==> config.mk <==
export PLATFORM = sky130hd
export DESIGN_NAME = block_framer_crc8
export DESIGN_NICKNAME = d
export VERILOG_FILES = /design/src/sv/bfc_pkg.sv /design/src/sv/bfc_ctrl.sv /design/src/sv/bfc_dp.sv /design/src/sv/block_framer_crc8.sv
export SDC_FILE = /design/constraint.sdc
export NUM_CORES = 1
export LEC_CHECK = 0
export ABC_AREA = 0
export BUFFER_PORTS_ARGS = -buffer_cell sky130_fd_sc_hd__clkbuf_2
export CORE_ASPECT_RATIO = 0.6
export CORE_MARGIN = 2
export CORE_UTILIZATION = 54
export CTS_CLUSTER_SIZE = 24
export DETAILED_ROUTE_END_ITERATION = 6
export GPL_ROUTABILITY_DRIVEN = 0
export GPL_TIMING_DRIVEN = 0
export PLACE_DENSITY = 0.75
export SYNTH_ARGS = -nofsm -noshare
export SYNTH_HDL_FRONTEND = slang
export SYNTH_HIERARCHICAL = 1
export SYNTH_SLANG_ARGS = --single-unit
==> constraint.sdc <==
create_clock -name clk -period 2.1 [get_ports clk]
set_input_delay 0.525 -clock clk [delete_from_list [all_inputs] [get_ports clk]]
set_output_delay 0.525 -clock clk [all_outputs]
set_load 0.005 [all_outputs]
==> src/sv/bfc_pkg.sv <==
// Shared types, constants and the CRC-8 update function for the block framer.
package bfc_pkg;

	localparam int BLOCK_BYTES = 8;
	localparam int CNT_W = $clog2(BLOCK_BYTES + 1);
	localparam int IDX_W = (BLOCK_BYTES > 1) ? $clog2(BLOCK_BYTES) : 1;

	localparam logic [7:0] CRC_INIT = 8'hFF;
	localparam logic [7:0] CRC_POLY = 8'h07;

	typedef logic [CNT_W-1:0] cnt_t;
	typedef logic [IDX_W-1:0] idx_t;

	typedef enum logic [1:0] {
		KIND_HEADER  = 2'd0,
		KIND_PAYLOAD = 2'd1,
		KIND_CRC     = 2'd2
	} kind_t;

	typedef enum logic [1:0] {
		ST_COLLECT,
		ST_HEADER,
		ST_PAYLOAD,
		ST_CHECK
	} state_t;

	typedef struct packed {
		logic wr;
		logic ld_header;
		logic ld_payload;
		logic ld_check;
	} cmd_t;

	typedef struct packed {
		logic slot_free;
		logic frame_due;
		logic pay_last;
	} status_t;

	// One byte through CRC-8, polynomial 0x07, most significant bit first.
	function automatic logic [7:0] crc8_update(input logic [7:0] crc, input logic [7:0] data);
		logic [7:0] c;
		c = crc ^ data;
		for (int b = 0; b < 8; b++) begin
			if (c[7]) begin
				c = {c[6:0], 1'b0} ^ CRC_POLY;
			end else begin
				c = {c[6:0], 1'b0};
			end
		end
		return c;
	endfunction

endpackage

==> src/sv/bfc_ctrl.sv <==
// Controller state machine: collects bytes, then steps through header, payload and check.
module bfc_ctrl (
	input  logic             clk,
	input  logic             arst_n,
	input  logic             s_tvalid,
	output logic             s_tready,
	input  bfc_pkg::status_t status,
	output bfc_pkg::cmd_t    cmd
);

	bfc_pkg::state_t state_q;
	bfc_pkg::state_t state_next;

	always_ff @(posedge clk or negedge arst_n) begin
		if (!arst_n) begin
			state_q <= bfc_pkg::ST_COLLECT;
		end else begin
			state_q <= state_next;
		end
	end

	always_comb begin
		state_next = state_q;
		unique case (state_q)
			bfc_pkg::ST_COLLECT: begin
				if (s_tvalid && status.frame_due) state_next = bfc_pkg::ST_HEADER;
			end
			bfc_pkg::ST_HEADER: begin
				if (status.slot_free) state_next = bfc_pkg::ST_PAYLOAD;
			end
			bfc_pkg::ST_PAYLOAD: begin
				if (status.slot_free && status.pay_last) state_next = bfc_pkg::ST_CHECK;
			end
			bfc_pkg::ST_CHECK: begin
				if (status.slot_free) state_next = bfc_pkg::ST_COLLECT;
			end
			default: state_next = bfc_pkg::ST_COLLECT;
		endcase
	end

	always_comb begin
		s_tready       = 1'b0;
		cmd            = '0;
		unique case (state_q)
			bfc_pkg::ST_COLLECT: begin
				s_tready = 1'b1;
				cmd.wr   = s_tvalid;
			end
			bfc_pkg::ST_HEADER:  cmd.ld_header  = status.slot_free;
			bfc_pkg::ST_PAYLOAD: cmd.ld_payload = status.slot_free;
			bfc_pkg::ST_CHECK:   cmd.ld_check   = status.slot_free;
			default: ;
		endcase
	end

endmodule

==> src/sv/bfc_dp.sv <==
// Datapath: block buffer, fill count, running CRC, read pointer and output register.
module bfc_dp (
	input  logic             clk,
	input  logic             arst_n,
	input  logic [7:0]       s_tdata,
	input  logic             s_tlast,
	output logic             m_tvalid,
	input  logic             m_tready,
	output logic [7:0]       m_tdata,
	output logic [1:0]       m_tuser,
	output logic             m_tlast,
	input  bfc_pkg::cmd_t    cmd,
	output bfc_pkg::status_t status
);

	logic [7:0]    store_q [bfc_pkg::BLOCK_BYTES];
	bfc_pkg::cnt_t count_q;
	bfc_pkg::cnt_t rd_q;
	logic [7:0]    crc_q;
	logic          out_valid_q;
	logic [7:0]    out_byte_q;
	logic [1:0]    out_kind_q;
	logic          out_last_q;
	bfc_pkg::cnt_t rd_next;

	assign rd_next = rd_q + bfc_pkg::cnt_t'(1);

	assign status.slot_free = !out_valid_q || m_tready;
	assign status.frame_due = (count_q == bfc_pkg::cnt_t'(bfc_pkg::BLOCK_BYTES - 1)) || s_tlast;
	assign status.pay_last  = (rd_next == count_q);

	always_ff @(posedge clk) begin
		if (cmd.wr) begin
			store_q[count_q[bfc_pkg::IDX_W-1:0]] <= s_tdata;
		end
	end

	always_ff @(posedge clk or negedge arst_n) begin
		if (!arst_n) begin
			count_q <= '0;
			crc_q   <= bfc_pkg::CRC_INIT;
			rd_q    <= '0;
		end else begin
			if (cmd.wr) begin
				count_q <= count_q + bfc_pkg::cnt_t'(1);
				crc_q   <= bfc_pkg::crc8_update(crc_q, s_tdata);
			end else if (cmd.ld_check) begin
				count_q <= '0;
				crc_q   <= bfc_pkg::CRC_INIT;
			end
			if (cmd.ld_header) begin
				rd_q <= '0;
			end else if (cmd.ld_payload) begin
				rd_q <= rd_next;
			end
		end
	end

	// The output register holds a beat until it is taken; a new beat may replace it on the same edge.
	always_ff @(posedge clk or negedge arst_n) begin
		if (!arst_n) begin
			out_valid_q <= 1'b0;
		end else if (cmd.ld_header || cmd.ld_payload || cmd.ld_check) begin
			out_valid_q <= 1'b1;
		end else if (m_tready) begin
			out_valid_q <= 1'b0;
		end
	end

	always_ff @(posedge clk) begin
		if (cmd.ld_header) begin
			out_byte_q <= 8'(count_q);
			out_kind_q <= bfc_pkg::KIND_HEADER;
			out_last_q <= 1'b0;
		end else if (cmd.ld_payload) begin
			out_byte_q <= store_q[rd_q[bfc_pkg::IDX_W-1:0]];
			out_kind_q <= bfc_pkg::KIND_PAYLOAD;
			out_last_q <= 1'b0;
		end else if (cmd.ld_check) begin
			out_byte_q <= crc_q;
			out_kind_q <= bfc_pkg::KIND_CRC;
			out_last_q <= 1'b1;
		end
	end

	assign m_tvalid = out_valid_q;
	assign m_tdata  = out_byte_q;
	assign m_tuser  = out_kind_q;
	assign m_tlast  = out_last_q;

endmodule

==> src/sv/block_framer_crc8.sv <==
// Top level of the block framer: length header, buffered payload and CRC-8 per block.
//
//   channel  beat carries                      tdata            tuser       tlast
//   s_*      one payload byte                  data_byte[7:0]   -           final_byte
//   m_*      header, payload or check byte     out_byte[7:0]    out_kind    run_last
//
// A byte that does not close a block is stored with input still ready. A byte that fills the
// block or carries tlast is followed by fill count + 2 output beats, one per cycle unless
// m_tready stalls, from the single output register, during which no input is taken.
// Reset clears the fill count, read pointer, CRC (to 0xFF) and output valid; the buffer is not
// cleared. A stall on m_tready holds the current beat and pauses the frame sequence.
module block_framer_crc8 (
	input  logic       clk,
	input  logic       arst_n,
	input  logic       s_tvalid,
	output logic       s_tready,
	input  logic [7:0] s_tdata,   // [7:0] data_byte
	input  logic       s_tlast,
	output logic       m_tvalid,
	input  logic       m_tready,
	output logic [7:0] m_tdata,   // [7:0] out_byte
	output logic [1:0] m_tuser,   // [1:0] out_kind
	output logic       m_tlast
);

	bfc_pkg::cmd_t    cmd;
	bfc_pkg::status_t status;

	bfc_ctrl u_ctrl (
		.clk      (clk),
		.arst_n   (arst_n),
		.s_tvalid (s_tvalid),
		.s_tready (s_tready),
		.status   (status),
		.cmd      (cmd)
	);

	bfc_dp u_dp (
		.clk      (clk),
		.arst_n   (arst_n),
		.s_tdata  (s_tdata),
		.s_tlast  (s_tlast),
		.m_tvalid (m_tvalid),
		.m_tready (m_tready),
		.m_tdata  (m_tdata),
		.m_tuser  (m_tuser),
		.m_tlast  (m_tlast),
		.cmd      (cmd),
		.status   (status)
	);

endmodule
# Word-level counts from Yosys, hierarchy flattened
# Memories as Yosys holds them, arrays and structs flattened.
# Index checks and enable logic that the tools add are counted.
dict set report classes {
  n_reduce_logical 15
  bitwise_logic 9
  eq_ne 9
  n_mux 40
  n_addsub 2
}
# operator n
set op_table {}
lappend op_table {{2-to-1 mux 8 bit} 11}
lappend op_table {{2-to-1 mux 3 bit} 8}
lappend op_table {{NOT 3 bit} 8}
lappend op_table {{2-to-1 mux 4 bit} 5}
lappend op_table {{2-to-1 mux 1 bit} 11}
lappend op_table {{adder 4 x 1 -> 4 bit (second input constant)} 2}
lappend op_table {{2-to-1 mux 2 bit} 4}
lappend op_table {{inequality test 2 x 1 -> 1 bit (second input constant)} 4}
lappend op_table {{one-hot mux 2 bit (4 select lines)} 1}
lappend op_table {{nonzero test 2 bit} 4}
lappend op_table {{XOR 8 bit} 1}
lappend op_table {{== test 2 bit (second input constant)} 2}
lappend op_table {{== test 4 x 3 -> 1 bit (second input constant)} 1}
lappend op_table {{== test 4 bit} 1}
lappend op_table {{logical OR 1 bit} 4}
lappend op_table {{AND reduction 4 bit} 1}
lappend op_table {{nonzero test 3 bit} 1}
lappend op_table {{== test 2 x 1 -> 1 bit (second input constant)} 1}
lappend op_table {{logical AND 1 bit} 2}
lappend op_table {{logical NOT 2 bit} 1}
lappend op_table {{OR reduction 2 bit} 1}
lappend op_table {{logical NOT 1 bit} 1}
dict set report word_totals {
  n_memories 1
  ff_bits 29
  inputBits 13
  elab_cells 85
  ramBits 64
  out_inout_bits 13
}
# memory words word_bits rd rd_ports_with_merged_regs write_ports line
set memory_table {}
lappend memory_table {u_dp.store_q 8 8 1 0 1 bfc_dp.sv:16} ;# logic [7:0] store_q [bfc_pkg::BLOCK_BYTES];

# Depth between registers and ports, before layout
# Gate-level depths: netlist (run 1).
dict set report depth {
  depth_word 25
  mapped_depth 8
  ltp_nobuf 7
}

# Cells and area by module
# Netlist (run 1), hierarchy kept.
# mod instances cells_per_inst seq_area_each_um2 area_per_inst_um2
set by_module_without_submodules {}
lappend by_module_without_submodules {bfc_dp 1 282 2597.5 4073.9}
lappend by_module_without_submodules {bfc_ctrl 1 18 50.0 186.4}

# Worst setup path after synthesis (run 1)
# OpenSTA, ideal clock, no wires.
dict set report synth_timing {
  path_type {reg2reg}
  startpoint {register u_ctrl.state_q[0]}
  endpoint {memory u_dp.store_q[4][0], enable pin}
  required_ps 1717
  period_less_slack_ps 2371
  arrival_ps 1988
  setup_ps 383
  n_path_buf 1
  stages_incl_launch_ff 7
  setup_slack_ps -271
  cell_sequence {dfrtp_1 > inv_1 > ha_1 > and2_1 > clkbuf_1 > nand2_1 > nor3_1}
}
# element line
set synth_lines {}
lappend synth_lines {{start: declaration} bfc_ctrl.sv:11} ;# bfc_pkg::state_t state_q;
lappend synth_lines {{start signal: assignment} bfc_ctrl.sv:16} ;# state_q <= bfc_pkg::ST_COLLECT;
lappend synth_lines {{start signal: assignment} bfc_ctrl.sv:18} ;# state_q <= state_next;
lappend synth_lines {{end: declaration} bfc_dp.sv:16}

==> impl_metrics.xml, run 1 <==
<?xml version="1.0" encoding="UTF-8"?>
<metrics>
  <group name="outcome">
    <metric name="result_of_the_run" unit="">finished, final reports clean</metric>
  </group>
  <group name="setup_path">
    <metric name="crit_path_max_incr_delay" unit="ps">420</metric>
    <metric name="worstSetupStartpoint" unit="">u_ctrl/state_q[0]$_DFFE_PN0P_</metric>
    <metric name="critical_path.top_delay_family" unit="">simple AND/OR/NAND/NOR gates</metric>
    <metric name="rr_worst_depth" unit="">6</metric>
    <metric name="crit-reg2reg-launch" unit="">u_ctrl/state_q[0]$_DFFE_PN0P_</metric>
    <metric name="path_cells" unit="">inv_1, ha_2, and2_2, nand2b_1, nor3_4, buf_12</metric>
    <metric name="timing.reg2reg.setup_slack" unit="ps">50</metric>
    <metric name="timing.critical_path.slowest_stage_cell" unit="">sky130_fd_sc_hd__dfrtp_1</metric>
    <metric name="rr_endpoint" unit="">u_dp/store_q[0][5]$_DFFE_PP_</metric>
    <metric name="end_kind" unit="">flop</metric>
    <metric name="startpoint_type" unit="">flop</metric>
    <metric name="critical_path_arrival" unit="ps">2100</metric>
    <metric name="crit_end" unit="">u_dp/store_q[0][5]$_DFFE_PP_</metric>
    <metric name="timing.critical_path.fanout_max" unit="">8</metric>
    <metric name="critPathKind" unit="">reg2reg</metric>
    <metric name="cp_data_required_time" unit="ps">2160</metric>
    <metric name="critPathBufInv" unit="">2</metric>
    <metric name="number_of_stages_on_the_worst_setup_path" unit="">6</metric>
  </group>
  <group name="job">
    <metric name="maxcap_violations" unit="">0</metric>
  </group>
  <group name="finish">
    <metric name="design_area" unit="um2">5070</metric>
    <metric name="final_nets" unit="">367</metric>
    <metric name="syn2layout_area_growth" unit="%">18.9</metric>
    <metric name="combined_area_of_the_multi_input_logic_cells" unit="um2">1610</metric>
    <metric name="most_frequent_standard_cell_in_the_layout_excluding_fill_and_tap_cells" unit="">sky130_fd_sc_hd__edfxtp_1</metric>
    <metric name="final-seq-area" unit="um2">2650</metric>
    <metric name="fillerInstances" unit="">584</metric>
    <metric name="antenna_cells_inserted" unit="">0</metric>
    <metric name="final-instance-count-excl-fill" unit="">461</metric>
    <metric name="layout.cells.most_common_list" unit="">68 x sky130_fd_sc_hd__edfxtp_1, 37 x sky130_fd_sc_hd__mux2i_1, 28 x sky130_fd_sc_hd__clkbuf_2</metric>
    <metric name="layout-drive-gt1-share" unit="">0.266</metric>
  </group>
  <group name="placed_design">
    <metric name="place.detailed.instances" unit="">433</metric>
    <metric name="placed_cell_area" unit="um2">4530</metric>
    <metric name="io_buffers" unit="">25</metric>
    <metric name="hpwlAfterDp" unit="um">5740</metric>
  </group>
  <group name="clocking">
    <metric name="clk_root_buffer_cell" unit="">sky130_fd_sc_hd__clkbuf_16</metric>
    <metric name="cts_max_path_buffers" unit="">2</metric>
    <metric name="cts_inserted_buffers" unit="">9</metric>
    <metric name="cts.reportedPaths.clkPinSlew" unit="ps">60</metric>
    <metric name="cts.sinks" unit="">93</metric>
    <metric name="clock_insertion_delay_worst_skew" unit="ps">340</metric>
    <metric name="cts_tree" unit="">built</metric>
    <metric name="htree_num_levels" unit="">3</metric>
    <metric name="post_cts_hold_buffer_count" unit="">0</metric>
  </group>
  <group name="grt">
    <metric name="antenna_found_initial" unit="">0</metric>
    <metric name="grt_first_pass_wirelength" unit="um">13300</metric>
    <metric name="track_usage" unit="">0.210</metric>
    <metric name="grt_overflow_total" unit="">0</metric>
    <metric name="vias_in_the_first_global_route" unit="">2404</metric>
    <metric name="grt_max_degree" unit="">20</metric>
  </group>
  <group name="route">
    <metric name="via_count" unit="">2560</metric>
    <metric name="avgRoutedWirePerCell" unit="um">18.3</metric>
    <metric name="vias_per_cell" unit="">5.55</metric>
    <metric name="postRouteAntennaNets" unit="">0</metric>
    <metric name="drtPass1Iterations" unit="">5</metric>
    <metric name="drt_wl_total" unit="um">8420</metric>
    <metric name="detailedRoute.firstIterationViolations" unit="">198</metric>
    <metric name="drc" unit="">0</metric>
  </group>
  <group name="sta">
    <metric name="rsz0062_at_grt" unit="">yes</metric>
    <metric name="relSlewSlack" unit="">0.585</metric>
    <metric name="finalHoldViolations" unit="">0</metric>
    <metric name="actual_transition_at_the_worst_max_transition_pin" unit="ps">620</metric>
    <metric name="final_min_period_over_clock_period" unit="">0.974</metric>
    <metric name="min_period" unit="ps">2050</metric>
    <metric name="final.setup_skew" unit="ps">4.91</metric>
    <metric name="finalSetupViolCount" unit="">0</metric>
    <metric name="fmaxAchievable" unit="MHz">489</metric>
    <metric name="slew_viol_final" unit="">0</metric>
  </group>
  <group name="power">
    <metric name="worst_ir_drop_vdd" unit="V">0.000824</metric>
    <metric name="total_leakage_power" unit="uW">0.00190</metric>
    <metric name="powerDensity" unit="nW/um2">1380</metric>
  </group>
  <group name="synthesis">
    <metric name="ys_ff_latch" unit="">93</metric>
    <metric name="syn_avg_cell_area" unit="um2">14.2</metric>
    <metric name="ys_types" unit="">42</metric>
    <metric name="netlist_instances" unit="">300</metric>
    <metric name="ys.warnings.count" unit="">6</metric>
    <metric name="synth.net_count" unit="">319</metric>
    <metric name="seq_area_frac_synth" unit="">0.621</metric>
    <metric name="netlist_area" unit="um2">4260</metric>
  </group>
  <group name="die">
    <metric name="floorplan.initialDensity" unit="">0.549</metric>
    <metric name="core_region_area" unit="um2">7760</metric>
    <metric name="boundaryPins" unit="">26</metric>
    <metric name="die_w" unit="um">119</metric>
    <metric name="dieHeight" unit="um">72.8</metric>
    <metric name="dieArea" unit="um2">8640</metric>
    <metric name="core.rowCount" unit="">25</metric>
  </group>
  <group name="min_path">
    <metric name="worstHoldPathType" unit="">in2async</metric>
  </group>
</metrics>
## sequential cells by signal, summed over array words and instances, names as in the netlist
register,flops
u_ctrl/state_q,2
u_dp/count_q,4
u_dp/crc_q,8
u_dp/m_tdata,8
u_dp/m_tuser,2
u_dp/m_tvalid,1
u_dp/rd_q,4
u_dp/store_q,64
## cells in the mapped netlist (all sizes together)
master   n  area [um2]
a211oi   4        30.0
a21oi   15        75.1
a221oi   1        15.0
a22o     3        26.3
a22oi   16         120
and2     5        31.3
buf      7        47.5
clkbuf  10        37.5
dfrtp   11         275
dfstp    8         210
dfxtp    6         120
edfxtp  68        2040
ha       6        75.1
inv      3        11.3
mux2     4        48.8
mux2i   37         370
nand2   14        52.6
nand2b   7        43.8
nand3    4        20.0
nor2    13        48.8
nor2b    2        12.5
nor3     6        30.0
nor3b    4        30.0
nor4     1        6.26
o21a     2        15.0
o21ai    4        20.0
o21ba    1        10.0
o21bai   1        7.51
o22a     3        26.3
o32a     1        10.0
or3      1        6.26
xnor2   18         165
xnor3    6         135
xor2     7        61.3
xor3     1        23.8
## stage by stage
step / util / TNS (ps) / hold WS [ps] / setup slack (ps) / total power (uW)
6_report: 0.653 / 0 / 153 / 54.7 / 6980
5_1_grt: 0.653 / -85.3 / 174 / -21.5 / 7360
4_1_cts: 0.641 / -23.9 / 158 / -4.65 / 6860
3_5_place_dp: 0.584 / -25640 / 487 / -614 / 5120
3_3_place_gp: 0.584 / -22750 / 458 / -549 / 5050
2_1_floorplan: - / -1710 / 229 / -61.0 / 4460
## layout make-up
| class | instances | area share |
|---|---|---|
| multi-input combinational | 187 | 0.318 |
| clock inverter | 7 | 0.0131 |
| inverter | 3 | 0.00222 |
| buffer | 16 | 0.0240 |
| timing repair buffer | 38 | 0.0489 |
| sequential | 93 | 0.523 |
| clock buffer | 9 | 0.0445 |
| tap | 108 | 0.0267 |
## metal layers
metal	vias up	GRT usage	wire length, um
li1	1213	-	-
met1	1267	0.321	4300
met2	75	0.292	3490
met3	5	0.0734	581
met4	0	0.0423	48
met5	-	0	0
## what timing repair did
action                     CTS  global route
pin swaps                    6             6
gates cloned                 0             0
setup endpoints to repair   66            67
buffers inserted             8             5
gates resized for setup     28            13
hold endpoints to repair     0             0
## cell families (layout without fill, tap and decap cells)
family | Yosys count | after routing | share of synthesized area
AOI/OAI and AO/OA | 51 | 51 | 0.0834
muxes | 41 | 41 | 0.0984
buffers and inverters | 20 | 73 | 0.0226
and+or+nand+nor | 57 | 57 | 0.0661
DFF | 93 | 93 | 0.621
xor gates and xnor gates | 32 | 32 | 0.0905
adders and majority gates | 6 | 6 | 0.0176
## power breakdown
group / internal (uW) / leakage (uW) / total [uW] / switching (uW)
sequential: 2380 / 0.000888 / 2620 / 232
combinational: 1330 / 0.000876 / 2800 / 1460
clock: 912 / 0.000136 / 1560 / 650
## worst min path at each step
stage                                         end  slack, ps  cells after the start
CTS                   u_dp/count_q[0]$_DFFE_PN0P_        160                      1
detailed placement   u_dp/m_tuser[0]$_SDFFE_PP0P_        490                      2
floorplan           u_ctrl/state_q[0]$_DFFE_PN0P_        230                      0
finish                u_dp/count_q[0]$_DFFE_PN0P_        150                      1
global placement     u_dp/m_tuser[0]$_SDFFE_PP0P_        460                      2
global route          u_dp/count_q[3]$_DFFE_PN0P_        170                      1
No activity file was read; power rests on OpenSTA's default activity.
==> run 2, diff against run 1 <==
CORE_UTILIZATION = 55   (was 54)
CTS_BUF_LIST = sky130_fd_sc_hd__clkbuf_8 sky130_fd_sc_hd__clkbuf_16   (was not set)
PLACE_DENSITY = 0.73   (was 0.75)
clock period = 2.2 ns   (was 2.1 ns; I/O delays follow)
==> run 2 against run 1 <==
Utilization rose by 2.7 points; largest cell class unchanged; sequential power is 4% lower; first-iteration DRC count fell by 13%; non-clock buffer count fell by 3; global-route usage grew 0.73 points; critical path type unchanged; worst setup slack improved by 110 ps; power decreased by 5.7%; sequential cell count did not move; via count shrank 0.12%; clock power fell by 4%; clock-buffer cell count unchanged; cell area is 0.86% lower.
==> impl_metrics.xml, run 2 (synthesis gave the netlist of run 1 again) <==
<?xml version="1.0" encoding="UTF-8"?>
<metrics>
  <group name="clocking">
    <metric name="clock_insertion_delay_worst_skew" unit="ps">340</metric>
    <metric name="htree_num_levels" unit="">3</metric>
    <metric name="cts_tree" unit="">built</metric>
    <metric name="cts.reportedPaths.clkPinSlew" unit="ps">60</metric>
    <metric name="cts_max_path_buffers" unit="">2</metric>
    <metric name="cts.sinks" unit="">93</metric>
    <metric name="cts_inserted_buffers" unit="">9</metric>
    <metric name="clk_root_buffer_cell" unit="">sky130_fd_sc_hd__clkbuf_16</metric>
  </group>
  <group name="route">
    <metric name="drt_wl_total" unit="um">8580</metric>
    <metric name="detailedRoute.firstIterationViolations" unit="">172</metric>
    <metric name="drc" unit="">0</metric>
    <metric name="vias_per_cell" unit="">5.63</metric>
    <metric name="via_count" unit="">2557</metric>
    <metric name="drtPass1Iterations" unit="">4</metric>
    <metric name="avgRoutedWirePerCell" unit="um">18.9</metric>
    <metric name="postRouteAntennaNets" unit="">0</metric>
  </group>
  <group name="sta">
    <metric name="relSlewSlack" unit="">0.557</metric>
    <metric name="fmaxAchievable" unit="MHz">490</metric>
    <metric name="actual_transition_at_the_worst_max_transition_pin" unit="ps">661</metric>
    <metric name="min_period" unit="ps">2040</metric>
    <metric name="slew_viol_final" unit="">0</metric>
    <metric name="finalSetupViolCount" unit="">0</metric>
    <metric name="final.setup_skew" unit="ps">5.81</metric>
    <metric name="worst_slack_on_hold_paths" unit="ps">152</metric>
    <metric name="final_min_period_over_clock_period" unit="">0.927</metric>
    <metric name="fin_tns_setup" unit="ps">0</metric>
    <metric name="finalHoldViolations" unit="">0</metric>
    <metric name="setup_slack" unit="ps">161</metric>
  </group>
  <group name="die">
    <metric name="core_region_area" unit="um2">7390</metric>
    <metric name="boundaryPins" unit="">26</metric>
    <metric name="dieArea" unit="um2">8490</metric>
    <metric name="dieHeight" unit="um">72.2</metric>
    <metric name="die_w" unit="um">118</metric>
    <metric name="core.rowCount" unit="">24</metric>
    <metric name="floorplan.initialDensity" unit="">0.577</metric>
  </group>
  <group name="setup_path">
    <metric name="timing.critical_path.fanout_max" unit="">2</metric>
    <metric name="rr_endpoint" unit="">u_ctrl/state_q[1]$_DFFE_PN0P_</metric>
    <metric name="path_cells" unit="">buf_6, ha_4, xor2_1, nor4_1, nand2_1, a221oi_2, mux2_1</metric>
    <metric name="crit-reg2reg-launch" unit="">u_dp/rd_q[1]$_DFFE_PN0P_</metric>
    <metric name="critical_path.top_delay_family" unit="">flip-flops</metric>
    <metric name="crit_path_max_incr_delay" unit="ps">400</metric>
    <metric name="end_kind" unit="">flop</metric>
    <metric name="startpoint_type" unit="">flop</metric>
    <metric name="timing.reg2reg.setup_slack" unit="ps">160</metric>
    <metric name="timing.critical_path.slowest_stage_cell" unit="">sky130_fd_sc_hd__dfrtp_1</metric>
    <metric name="rr_worst_depth" unit="">7</metric>
    <metric name="critPathBufInv" unit="">1</metric>
    <metric name="critPathKind" unit="">reg2reg</metric>
    <metric name="cp_data_required_time" unit="ps">2430</metric>
    <metric name="critical_path_arrival" unit="ps">2270</metric>
  </group>
  <group name="finish">
    <metric name="layout-drive-gt1-share" unit="">0.254</metric>
    <metric name="most_frequent_standard_cell_in_the_layout_excluding_fill_and_tap_cells" unit="">sky130_fd_sc_hd__edfxtp_1</metric>
    <metric name="largest_register_ffs" unit="">64</metric>
    <metric name="layout.cells.most_common_list" unit="">68 x sky130_fd_sc_hd__edfxtp_1, 37 x sky130_fd_sc_hd__mux2i_1, 28 x sky130_fd_sc_hd__clkbuf_2</metric>
    <metric name="antenna_cells_inserted" unit="">0</metric>
    <metric name="finalCoreUtilization" unit="">0.680</metric>
    <metric name="final_nets" unit="">364</metric>
    <metric name="syn2layout_area_growth" unit="%">17.9</metric>
  </group>
  <group name="power">
    <metric name="power.share.combinational" unit="">0.392</metric>
    <metric name="total_leakage_power" unit="uW">0.00188</metric>
    <metric name="powerDensity" unit="nW/um2">1310</metric>
    <metric name="power.net_switching" unit="uW">2240</metric>
    <metric name="worst_ir_drop_vdd" unit="V">0.000792</metric>
    <metric name="power.switching_fraction" unit="">0.340</metric>
    <metric name="share_seq_of_total_power" unit="">0.381</metric>
    <metric name="clk_pwr_share" unit="">0.227</metric>
    <metric name="power_report.internal_total" unit="uW">4340</metric>
    <metric name="design_power_total" unit="uW">6570</metric>
  </group>
  <group name="placed_design">
    <metric name="hpwlAfterDp" unit="um">5940</metric>
    <metric name="io_buffers" unit="">25</metric>
    <metric name="dp_worst_setup_slack" unit="ps">-617</metric>
  </group>
  <group name="job">
    <metric name="maxcap_violations" unit="">0</metric>
  </group>
  <group name="grt">
    <metric name="grt_max_degree" unit="">20</metric>
    <metric name="antenna_found_initial" unit="">0</metric>
    <metric name="grt_overflow_total" unit="">0</metric>
    <metric name="track_usage" unit="">0.218</metric>
    <metric name="grt_first_pass_wirelength" unit="um">13300</metric>
    <metric name="vias_in_the_first_global_route" unit="">2424</metric>
  </group>
  <group name="min_path">
    <metric name="worstHoldPathType" unit="">in2async</metric>
  </group>
  <group name="outcome">
    <metric name="result_of_the_run" unit="">finished, final reports clean</metric>
  </group>
</metrics>
==> run 2: repair_timing <==
action | CTS | global route
setup endpoints to repair | 66 | 68
hold buffers | 0 | 0
buffers inserted | 5 | 7
pin swaps | 3 | 5
cloned | 0 | 0
gates resized for setup | 17 | 19
==> run 2: worst max path at each step <==
stage | start | cells after the start | slack (ps) | to
2_1_floorplan | u_ctrl/state_q[0]$_DFFE_PN0P_ | 6 | 40 | u_dp/store_q[5][0]$_DFFE_PP_
3_3_place_gp | u_ctrl/state_q[0]$_DFFE_PN0P_ | 6 | -530 | u_dp/store_q[7][0]$_DFFE_PP_
3_5_place_dp | u_ctrl/state_q[0]$_DFFE_PN0P_ | 6 | -620 | u_dp/store_q[5][0]$_DFFE_PP_
4_1_cts | u_ctrl/state_q[0]$_DFFE_PN0P_ | 5 | -70 | u_dp/store_q[0][6]$_DFFE_PP_
5_1_grt | u_dp/rd_q[1]$_DFFE_PN0P_ | 7 | -9 | u_ctrl/state_q[1]$_DFFE_PN0P_
6_report | u_dp/rd_q[1]$_DFFE_PN0P_ | 7 | 160 | u_ctrl/state_q[1]$_DFFE_PN0P_
==> run 2: layout make-up <==
class / instances / area [um2]
buffer: 14 / 86.3
clock inverter: 7 / 66.3
fill: 518 / 2360
sequential: 93 / 2650
inverter: 3 / 11.3
multi-input combinational: 187 / 1610
timing repair buffer: 37 / 244
clock buffer: 9 / 225
tap: 104 / 130
==> run 2: worst reg2reg max path, cell delays in order (launching register included) <==
cell and delay (ps):
sky130_fd_sc_hd__dfrtp_1 400, sky130_fd_sc_hd__buf_6 130, sky130_fd_sc_hd__ha_4 210, sky130_fd_sc_hd__xor2_1 150, sky130_fd_sc_hd__nor4_1 280, sky130_fd_sc_hd__nand2_1 100, sky130_fd_sc_hd__a221oi_2 310, sky130_fd_sc_hd__mux2_1 350
==> run 2: layer usage <==
layer / track usage / wire (um) / vias to the layer above
met1: 0.331 / 4360 / 1277
met2: 0.310 / 3550 / 73
met3: 0.0770 / 625 / 3
li1: - / - / 1204
met5: 0 / 0 / -
met4: 0.0335 / 41 / 0
==> run 2: power by group through the flow <==
stage	Sequential [uW]	Combinational, uW	Clock [uW]
finish	2510	2580	1490
global route	2550	2820	1590
floorplan	2470	1790	0
CTS	2480	2450	1530
global placement	2500	2340	0
detailed placement	2510	2380	0
==> run 2: per-stage QoR <==
stage                     cell area, um2  std cells
after floorplan                     4270        300
after global placement              4520        429
after detailed placement            4520        429
after CTS                           4920        449
after global routing                5020        454
final                               5020        454
